==> src/rtl/skl_pkg.sv <==
package skl_pkg;

    localparam int KEY_W = 32;
    localparam int FIELD_W = 7;

    localparam logic REQ_INSERT = 1'b0;
    localparam logic REQ_LOOKUP = 1'b1;

    localparam logic [KEY_W-1:0] SIGN_FLIP = {1'b1, {(KEY_W-1){1'b0}}};

    typedef struct packed {
        logic                    req_type;
        logic signed [KEY_W-1:0] req_key;
    } skl_req_t;

    typedef struct packed {
        logic               key_found;
        logic [FIELD_W-1:0] rank_less;
        logic [FIELD_W-1:0] first_match_index;
        logic [FIELD_W-1:0] entry_count;
        logic               insert_refused;
    } skl_rsp_t;

endpackage

==> src/rtl/sorted_key_list.sv <==
// Sorted key list: keeps up to CAPACITY signed 32-bit keys in ascending order in
// a single-port-read, single-port-write RAM and answers one request per beat.
// One request is worked on at a time; s_ready is high only while the engine is
// free, and a finished result waits in an output register so the next request
// can start before m_ready returns. A lookup, or an insert into a full list,
// scans upward from entry 0 one RAM read per cycle until it meets a key not
// below the request key. An insert scans downward from the last entry, moving
// each key not below the request key up by one place as it goes.
module sorted_key_list
    import skl_pkg::*;
#(
    parameter int CAPACITY = 64
) (
    input  logic     aclk,
    input  logic     aresetn,
    input  logic     s_valid,
    output logic     s_ready,
    input  skl_req_t s_data,
    output logic     m_valid,
    input  logic     m_ready,
    output skl_rsp_t m_data
);

    localparam int AW = $clog2(CAPACITY);
    localparam int CW = $clog2(CAPACITY + 1);

    logic             engine_idle;
    logic             res_valid;
    logic             res_ready;
    skl_rsp_t         res;
    logic             rd_en;
    logic [AW-1:0]    rd_addr;
    logic [KEY_W-1:0] rd_data;
    logic             wr_en;
    logic [AW-1:0]    wr_addr;
    logic [KEY_W-1:0] wr_data;
    logic             m_valid_reg;
    skl_rsp_t         m_data_reg;

    assign s_ready = engine_idle;

    skl_engine #(
        .CAPACITY(CAPACITY),
        .AW(AW),
        .CW(CW)
    ) u_engine (
        .aclk(aclk),
        .aresetn(aresetn),
        .start(s_valid && engine_idle),
        .req(s_data),
        .idle(engine_idle),
        .res_valid(res_valid),
        .res_ready(res_ready),
        .res(res),
        .rd_en(rd_en),
        .rd_addr(rd_addr),
        .rd_data(rd_data),
        .wr_en(wr_en),
        .wr_addr(wr_addr),
        .wr_data(wr_data)
    );

    skl_key_ram #(
        .DEPTH(CAPACITY),
        .AW(AW)
    ) u_ram (
        .aclk(aclk),
        .rd_en(rd_en),
        .rd_addr(rd_addr),
        .rd_data(rd_data),
        .wr_en(wr_en),
        .wr_addr(wr_addr),
        .wr_data(wr_data)
    );

    assign res_ready = !m_valid_reg || m_ready;

    always_ff @(posedge aclk) begin
        if (!aresetn) begin
            m_valid_reg <= 1'b0;
        end else if (res_valid && res_ready) begin
            m_valid_reg <= 1'b1;
        end else if (m_ready) begin
            m_valid_reg <= 1'b0;
        end
    end

    always_ff @(posedge aclk) begin
        if (res_valid && res_ready) begin
            m_data_reg <= res;
        end
    end

    assign m_valid = m_valid_reg;
    assign m_data  = m_data_reg;

endmodule

==> src/rtl/skl_key_ram.sv <==
module skl_key_ram
    import skl_pkg::*;
#(
    parameter int DEPTH = 64,
    parameter int AW = 6
) (
    input  logic             aclk,
    input  logic             rd_en,
    input  logic [AW-1:0]    rd_addr,
    output logic [KEY_W-1:0] rd_data,
    input  logic             wr_en,
    input  logic [AW-1:0]    wr_addr,
    input  logic [KEY_W-1:0] wr_data
);

    logic [KEY_W-1:0] mem [DEPTH];
    logic [KEY_W-1:0] rd_data_reg;

    always_ff @(posedge aclk) begin
        if (wr_en) begin
            mem[wr_addr] <= wr_data;
        end
    end

    always_ff @(posedge aclk) begin
        if (rd_en) begin
            rd_data_reg <= mem[rd_addr];
        end
    end

    assign rd_data = rd_data_reg;

endmodule

==> src/rtl/skl_engine.sv <==
module skl_engine
    import skl_pkg::*;
#(
    parameter int CAPACITY = 64,
    parameter int AW = 6,
    parameter int CW = 7
) (
    input  logic             aclk,
    input  logic             aresetn,
    input  logic             start,
    input  skl_req_t         req,
    output logic             idle,
    output logic             res_valid,
    input  logic             res_ready,
    output skl_rsp_t         res,
    output logic             rd_en,
    output logic [AW-1:0]    rd_addr,
    input  logic [KEY_W-1:0] rd_data,
    output logic             wr_en,
    output logic [AW-1:0]    wr_addr,
    output logic [KEY_W-1:0] wr_data
);

    localparam logic [2:0] ST_IDLE = 3'd0;
    localparam logic [2:0] ST_UP   = 3'd1;
    localparam logic [2:0] ST_DOWN = 3'd2;
    localparam logic [2:0] ST_PUT  = 3'd3;
    localparam logic [2:0] ST_DONE = 3'd4;

    localparam logic [CW-1:0] FULL_COUNT = CW'(CAPACITY);

    logic [2:0]       state_reg, state_next;
    logic [CW-1:0]    count_reg, count_next;
    logic [CW-1:0]    idx_reg, idx_next;
    logic [KEY_W-1:0] key_reg, key_next;
    logic [CW-1:0]    rank_reg, rank_next;
    logic [CW-1:0]    first_reg, first_next;
    logic             found_reg, found_next;
    logic             refused_reg, refused_next;
    logic [CW-1:0]    idx_inc;
    logic [CW-1:0]    idx_dec;
    logic [KEY_W-1:0] req_biased;

    // Keys are stored with the sign bit flipped so that unsigned order is signed order.
    assign req_biased = req.req_key ^ SIGN_FLIP;
    assign idx_inc = idx_reg + CW'(1);
    assign idx_dec = idx_reg - CW'(1);

    // An insert reads two entries below the one it writes in the same cycle, so a read never meets a
    // pending write to the same entry.
    always_comb begin
        state_next   = state_reg;
        count_next   = count_reg;
        idx_next     = idx_reg;
        key_next     = key_reg;
        rank_next    = rank_reg;
        first_next   = first_reg;
        found_next   = found_reg;
        refused_next = refused_reg;
        rd_en        = 1'b0;
        rd_addr      = '0;
        wr_en        = 1'b0;
        wr_addr      = '0;
        wr_data      = key_reg;
        case (state_reg)
            ST_IDLE: begin
                if (start) begin
                    key_next     = req_biased;
                    rank_next    = '0;
                    first_next   = '0;
                    found_next   = 1'b0;
                    refused_next = 1'b0;
                    if (req.req_type == REQ_LOOKUP || count_reg == FULL_COUNT) begin
                        refused_next = (req.req_type == REQ_INSERT);
                        if (count_reg == '0) begin
                            state_next = ST_DONE;
                        end else begin
                            rd_en      = 1'b1;
                            rd_addr    = '0;
                            idx_next   = '0;
                            state_next = ST_UP;
                        end
                    end else if (count_reg == '0) begin
                        wr_en      = 1'b1;
                        wr_addr    = '0;
                        wr_data    = req_biased;
                        count_next = count_reg + CW'(1);
                        state_next = ST_DONE;
                    end else begin
                        rd_en      = 1'b1;
                        rd_addr    = AW'(count_reg - CW'(1));
                        idx_next   = count_reg - CW'(1);
                        state_next = ST_DOWN;
                    end
                end
            end
            ST_UP: begin
                if (rd_data < key_reg) begin
                    if (idx_inc == count_reg) begin
                        rank_next  = count_reg;
                        first_next = refused_reg ? '0 : count_reg;
                        state_next = ST_DONE;
                    end else begin
                        rd_en    = 1'b1;
                        rd_addr  = AW'(idx_inc);
                        idx_next = idx_inc;
                    end
                end else begin
                    rank_next = idx_reg;
                    if (!refused_reg) begin
                        found_next = (rd_data == key_reg);
                        first_next = (rd_data == key_reg) ? idx_reg : count_reg;
                    end
                    state_next = ST_DONE;
                end
            end
            ST_DOWN: begin
                wr_en   = 1'b1;
                wr_addr = AW'(idx_inc);
                if (rd_data >= key_reg) begin
                    wr_data = rd_data;
                    if (idx_reg == '0) begin
                        state_next = ST_PUT;
                    end else begin
                        rd_en    = 1'b1;
                        rd_addr  = AW'(idx_dec);
                        idx_next = idx_dec;
                    end
                end else begin
                    wr_data    = key_reg;
                    rank_next  = idx_inc;
                    count_next = count_reg + CW'(1);
                    state_next = ST_DONE;
                end
            end
            ST_PUT: begin
                wr_en      = 1'b1;
                wr_addr    = '0;
                wr_data    = key_reg;
                rank_next  = '0;
                count_next = count_reg + CW'(1);
                state_next = ST_DONE;
            end
            ST_DONE: begin
                if (res_ready) begin
                    state_next = ST_IDLE;
                end
            end
            default: begin
                state_next = ST_IDLE;
            end
        endcase
    end

    always_ff @(posedge aclk) begin
        if (!aresetn) begin
            state_reg <= ST_IDLE;
            count_reg <= '0;
        end else begin
            state_reg <= state_next;
            count_reg <= count_next;
        end
    end

    always_ff @(posedge aclk) begin
        idx_reg     <= idx_next;
        key_reg     <= key_next;
        rank_reg    <= rank_next;
        first_reg   <= first_next;
        found_reg   <= found_next;
        refused_reg <= refused_next;
    end

    assign idle      = (state_reg == ST_IDLE);
    assign res_valid = (state_reg == ST_DONE);

    always_comb begin
        res.key_found         = found_reg;
        res.rank_less         = FIELD_W'(rank_reg);
        res.first_match_index = FIELD_W'(first_reg);
        res.entry_count       = FIELD_W'(count_reg);
        res.insert_refused    = refused_reg;
    end

endmodule

==> config.mk <==
export PLATFORM = sky130hd
export DESIGN_NAME = sorted_key_list
export DESIGN_NICKNAME = d
export VERILOG_FILES = /design/src/rtl/skl_pkg.sv /design/src/rtl/sorted_key_list.sv /design/src/rtl/skl_key_ram.sv /design/src/rtl/skl_engine.sv
export SDC_FILE = /design/constraint.sdc
export NUM_CORES = 2
export LEC_CHECK = 0
export ABC_AREA = 0
export BUFFER_PORTS_ARGS = -buffer_cell sky130_fd_sc_hd__buf_2
export CAP_MARGIN = 20
export CELL_PAD_IN_SITES_DETAIL_PLACEMENT = 0
export CELL_PAD_IN_SITES_GLOBAL_PLACEMENT = 2
export CORE_ASPECT_RATIO = 1.2
export CORE_MARGIN = 2
export CORE_UTILIZATION = 45
export CTS_CLUSTER_SIZE = 14
export DETAILED_ROUTE_END_ITERATION = 6
export PLACE_DENSITY_LB_ADDON = 0.15
export REMOVE_ABC_BUFFERS = 1
export SLEW_MARGIN = 20
export SYNTH_ARGS = -nofsm -noshare
export SYNTH_HDL_FRONTEND = slang
export SYNTH_SLANG_ARGS = --single-unit
==> constraint.sdc <==
create_clock -name aclk -period 10.3 [get_ports aclk]
set_input_delay 2.06 -clock aclk [delete_from_list [all_inputs] [get_ports aclk]]
set_output_delay 2.06 -clock aclk [all_outputs]
set_load 0.1 [all_outputs]
# Yosys cells after proc, flatten, opt, wreduce, memory -nomap -nowiden
# Memory sizes are Yosys's and may differ from the RTL's. A register that Yosys moved wholly into a read port is not among the register bits.
# Cells that the tools add are included.
# word_totals
register_bits,89
ramBits,2048
input_bits,37
out_inout_bits,25
word_cells,134
n_memories,1
# classes
n_addsub,4
n_lt_le_gt_ge,2
eq_ne,22
n_mux,68
bitwise_logic,2
n_reduce_logical,21
# memory_table
memory,words,width,read_ports,rd_clocked_by_memory_dff,wr,line,text
u_ram.mem,64,32,1,1,1,skl_key_ram.sv:16,logic [KEY_W-1:0] mem [DEPTH];
# op_table
op,n
two-way mux 7 bit,21
two-way mux 32 bit,4
one-hot mux 32 bit (2 select lines),1
two-way mux 6 bit,8
one-hot mux 7 bit (3 select lines),2
== test 32 bit,1
>= comparator 32 bit,1
< comparator 32 bit,1
one-hot mux 7 bit (4 select lines),1
two-way mux 3 bit,9
one-hot mux 6 bit (3 select lines),1
two-way mux 1 bit,16
AND reduction 4 bit,4
one-hot mux 3 bit (5 select lines),1
"adder 7 x 1 -> 7 bit, second input constant",2
zero test 7 bit,2
"inequality test 2 bit, second input constant",7
one-hot mux 7 bit (2 select lines),1
"subtractor 7 x 1 -> 7 bit, second input constant",2
"inequality test 2 x 1 -> 1 bit, second input constant",5
"inequality test 3 bit, second input constant",3
== test 7 bit,1
"== test 7 bit, second input constant",1
AND reduction 7 bit,1
other kinds (16),23

# Depth between registers and ports, before layout
# depth
word_depth,7
mapped_depth,20
ltp_nobuf,13

# Hierarchy
# Synthesis repeated with hierarchy kept, for this count alone.
# hier_totals
hier_cells,3867
hier_area_um2,84442.2
# modules_own_cells
mod,instances,cells_per_inst,area_per_inst_um2,seq_area_each_um2
skl_key_ram,1,3324,78845.6,62459.9
skl_engine,1,514,4842.1,1851.8
sorted_key_list,1,29,754.5,710.7

# Worst setup path after synthesis
# OpenSTA, ideal clock, no wires.
# synth_timing
path_kind,input port to flip-flop
from,input port s_valid
to,"register u_ram.rd_data_reg[0] (netlist: u_ram.rd_data[0]), read port of u_ram.mem, enable pin"
setup_time_ns,0.466
arrival_time_ns,5.105
required_time_ns,9.834
setup_slack_ns,4.729
cell_stages,3
n_path_buf,1
path_cell_list,or4b_2 > clkbuf_1 > o21ai_0
# synth_between
elab_chain_cells,3
word_cells_on_any_way,5
cone_classes,mux (4); reduce/logical (1)
# synth_lines
item,line,text
from (decl),sorted_key_list.sv:16,"input logic s_valid,"
logical AND 1 bit,sorted_key_list.sv:49,".start(s_valid && engine_idle),"
two-way mux 1 bit,skl_engine.sv:67,if (start) begin
one-hot mux 1 bit (3 select lines),skl_engine.sv:65,case (state_reg)
named net rd_en,sorted_key_list.sv:31,logic rd_en;
to (decl),skl_key_ram.sv:17,logic [KEY_W-1:0] rd_data_reg;
# The timed path passes the listed nets, and every way through them passes these cells.
# A chain may end at the register's enable or synchronous reset.

# Final worst setup path
# layout_timing
from,"register u_ram.rd_data_reg[26] (netlist: u_ram.rd_data[26]), read port of u_ram.mem"
to,"register u_ram.rd_data_reg[16] (netlist: u_ram.rd_data[16]), read port of u_ram.mem (data pin)"
# layout_between
elab_chain_cells,3
word_cells_on_any_way,8
cone_classes,order compare (2); mux (6)
# layout_lines
item,line,text
>= comparator 32 bit / < comparator 32 bit (equally long branches),"skl_engine.sv:120, skl_engine.sv:98",
"two-way mux 6 bit, or another cell as far along",skl_engine.sv:120,if (rd_data >= key_reg) begin
one-hot mux 6 bit (3 select lines) / one-hot mux 1 bit (3 select lines) (equally long branches),skl_engine.sv:65,
# Several ways; a longest one is shown, not always the timed one.

==> qor.json <==
{
  "outcome": {
    "outcome": "finished, violations left",
    "violations_in_the_final_reports": "design-rule violations"
  },
  "global_route": {
    "antenna_found_initial": 10,
    "grt_overflow": 0,
    "grt_start_max_net_pins": 173,
    "wire_length_of_the_first_global_routing_pass_um": 402000,
    "first_global_vias": 52940,
    "global_route.usage.total": 0.2828
  },
  "die": {
    "die_height_um": 488.5,
    "initial_utilization": 0.4532,
    "floorplan.core_area_sq_mm": 0.1942,
    "io_pins": 62,
    "dieWidth_um": 407.7,
    "fp.dieArea_sq_mm": 0.1992,
    "fp-row-count": 177
  },
  "job": {
    "cap_viol_max_count": 0
  },
  "power": {
    "report.power.total_uw": 19990,
    "power_density_mw_per_mm2": 202.3,
    "vdd.ir_drop.worst_uv": 171.6,
    "leakagePower_uw": 0.03394
  },
  "timing": {
    "final_max_slew_viol_count": 0,
    "timing.final.hold_violations": 0,
    "timing_worst_slew_pin_value_ns": 1.191,
    "layout_worst_path_cycle_share": 0.6617,
    "worst_hold_slack_ns": 0.4195,
    "slew_headroom": 0.1975,
    "timing.setup.tns_ns": 0,
    "max_freq_mhz": 146.7,
    "timing.clock.skew_ns": 0.03238,
    "final_period_demand_of_the_worst_path_ns": 6.815,
    "setup_repair_after_global_routing_missed_its_margin": "false",
    "setup_viol": 0
  },
  "critical_path": {
    "worst_ep_required_time_ns": 11.02,
    "worst_ep_arrival_time_ns": 7.54,
    "end_kind": "register",
    "critical_path_class": "register to register",
    "cp-start-kind": "register",
    "critical_path.max_fanout": 172
  },
  "yosys": {
    "yosysWarningCount": 0,
    "ys.flop_type": "sky130_fd_sc_hd__edfxtp_1",
    "syn_inst": 6226,
    "synthDistinctLibCells": 90,
    "synth.ff_latch_count": 2169,
    "synth-async-reset-ratio": 0,
    "synth.largest_area_cell": "sky130_fd_sc_hd__edfxtp_1",
    "post_synth_main_area_contributors": "sky130_fd_sc_hd__edfxtp_1 74%, sky130_fd_sc_hd__nand2_1 5.4%, sky130_fd_sc_hd__mux2i_1 3.2%",
    "synth_top_cell_area_share": 0.7362,
    "synth-edff-count": 2158,
    "synthesis.area_sq_mm": 0.08802,
    "yosysSeqAreaShare": 0.7387,
    "syn_avg_cell_area_sq_um": 14.14
  },
  "clocking": {
    "cts.htree.levels": 4,
    "cts_sinks": 2169,
    "tritoncts": "built",
    "post_cts_hold_buffer_count": 0,
    "cts_inserted_buffers": 212,
    "worst_skew_pair.late_latency_ns": 0.86,
    "master_cell_of_the_clock_root_buffer": "sky130_fd_sc_hd__clkbuf_16",
    "cts-root-to-sink-buffers": 3,
    "post-cts-setup-buffers": 0,
    "ctsResizeCount": 0,
    "clkTransAtPathRegs_ns": 0.07
  },
  "finish": {
    "area.growth.synth_to_final_pct": 12.29,
    "layout.cells.most_common_list": "2,158 x sky130_fd_sc_hd__edfxtp_1, 1,225 x sky130_fd_sc_hd__nand2_1, 387 x sky130_fd_sc_hd__nand3_1",
    "largest_reg_flops": 2048,
    "layout.cell_area.non_filler_sq_mm": 0.09884,
    "final_common_cell": "sky130_fd_sc_hd__edfxtp_1",
    "nets": 6356,
    "post_route_cells_drive_above_1_share": 0.1137,
    "finish.cell_count_without_fillers": 9058
  },
  "placement": {
    "hpwlAfterDp_um": 158000,
    "place_inst": 8661,
    "place_area_sq_mm": 0.09205,
    "finalWeightedCongestion": 0.8328,
    "io_port_bufs": 61
  },
  "route": {
    "via_count": 55540,
    "drtPass1Iterations": 7,
    "detail_route.drc_violations": 16,
    "drt-wirelength-per-cell_um": 31.50,
    "detail_route.iter0.violations": 6584,
    "drtAntennaViolNets": 0,
    "detail_route.wirelength_um": 285400,
    "drt-vias-per-instance": 6.131
  },
  "hold_path": {
    "timing.hold.worst.class": "register to register"
  }
}
## worst max-delay path, cell delays in order, from the launching register on
cell and delay (ns):
sky130_fd_sc_hd__edfxtp_1 0.70, sky130_fd_sc_hd__ha_1 0.50, sky130_fd_sc_hd__nand4_1 0.26, sky130_fd_sc_hd__nor4_1 0.61, sky130_fd_sc_hd__o31ai_2 0.15, sky130_fd_sc_hd__buf_4 0.22
sky130_fd_sc_hd__a31oi_4 0.17, sky130_fd_sc_hd__buf_4 0.46, sky130_fd_sc_hd__and2_4 0.87, sky130_fd_sc_hd__buf_12 0.65, sky130_fd_sc_hd__nand2_1 0.11, sky130_fd_sc_hd__a31oi_1 0.25
sky130_fd_sc_hd__a211oi_1 0.22, sky130_fd_sc_hd__nor3_1 0.93, sky130_fd_sc_hd__o211a_1 0.28
## cell usage after synthesis, types with 12 or more instances
| cell | instances |
|---|---|
| sky130_fd_sc_hd__buf_6 | 20 |
| sky130_fd_sc_hd__inv_1 | 40 |
| sky130_fd_sc_hd__o21ai_0 | 175 |
| sky130_fd_sc_hd__buf_4 | 35 |
| sky130_fd_sc_hd__clkbuf_1 | 214 |
| sky130_fd_sc_hd__buf_1 | 22 |
| sky130_fd_sc_hd__mux4_2 | 14 |
| sky130_fd_sc_hd__a311oi_1 | 67 |
| sky130_fd_sc_hd__and3_1 | 156 |
| sky130_fd_sc_hd__a31o_2 | 26 |
| sky130_fd_sc_hd__a22o_1 | 12 |
| sky130_fd_sc_hd__a22oi_1 | 95 |
| sky130_fd_sc_hd__buf_2 | 117 |
| sky130_fd_sc_hd__a311o_1 | 19 |
| sky130_fd_sc_hd__a2bb2oi_1 | 23 |
| sky130_fd_sc_hd__nor4_1 | 33 |
| sky130_fd_sc_hd__a21oi_1 | 219 |
| sky130_fd_sc_hd__nand3_1 | 389 |
| sky130_fd_sc_hd__xnor2_1 | 19 |
| sky130_fd_sc_hd__a211oi_1 | 90 |
| sky130_fd_sc_hd__nor3_1 | 40 |
| sky130_fd_sc_hd__mux2i_1 | 280 |
| sky130_fd_sc_hd__o22a_1 | 24 |
| sky130_fd_sc_hd__nand4_1 | 37 |
| sky130_fd_sc_hd__o22ai_1 | 16 |
| sky130_fd_sc_hd__edfxtp_1 | 2158 |
| sky130_fd_sc_hd__a32oi_1 | 75 |
| sky130_fd_sc_hd__a221oi_1 | 34 |
| sky130_fd_sc_hd__nand2_1 | 1261 |
| sky130_fd_sc_hd__nor2_1 | 209 |
| sky130_fd_sc_hd__o2bb2ai_1 | 18 |
| sky130_fd_sc_hd__o211ai_1 | 27 |
| sky130_fd_sc_hd__a31oi_1 | 73 |
| sky130_fd_sc_hd__ha_1 | 38 |
## routing by layer
metal	global-route usage	routed length (um)	vias up	share of wire
met5	0	0	-	0
met4	0.07456	7416	0	0.026
met3	0.04056	20870	413	0.073
met2	0.4654	136400	2253	0.48
met1	0.3955	120600	28970	0.42
li1	-	-	23900	-
## where the power goes
group	total, uW	switching [uW]	internal [uW]
logic	2130	1650	480
clock network	7660	3340	4320
registers	10200	68.4	10100
## path summary, 6_finish.rpt
check,start,endpoint,slack (ns),depth (start not counted)
hold / removal,u_engine.rank_reg[4]$_DFFE_PP_,m_data[19]$_DFFE_PP_,0.42,0
hold reg to reg,u_engine.rank_reg[4]$_DFFE_PP_,m_data[19]$_DFFE_PP_,0.42,0
setup / recovery,u_ram.rd_data[26]$_DFFE_PP_,u_ram.rd_data[16]$_DFFE_PP_,3.48,14
setup reg to reg,u_ram.rd_data[26]$_DFFE_PP_,u_ram.rd_data[16]$_DFFE_PP_,3.48,14
## cells by family after synthesis
kind of cell	Yosys count	share of synthesized area
and+or+nand+nor	2184	0.1085
DFF	2169	0.7387
AOI/OAI and AO/OA	1060	0.08419
buffers and inverters	449	0.02419
muxes	294	0.03542
adders and majority gates	38	0.005402
xor gates and xnor gates	32	0.003596
## layout make-up
cell class / count / area (sq um)
Fill cell: 16400 / 95380
Sequential cell: 2169 / 65020
Multi-Input combinational cell: 3608 / 21740
Clock buffer: 264 / 5680
Tap cell: 2595 / 3247
Timing Repair Buffer: 250 / 1922
Clock inverter: 127 / 1067
Inverter: 40 / 150.1
Antenna cell: 5 / 12.51
## through the flow
step	setup slack (ns)	utilization
after floorplan	-18.08	-
after global placement	2.742	0.4734
after detailed placement	3.186	0.4740
after CTS	3.496	0.5087
after global routing	3.230	0.5088
final	3.485	0.5089
Power figures use the tool's default switching activity.
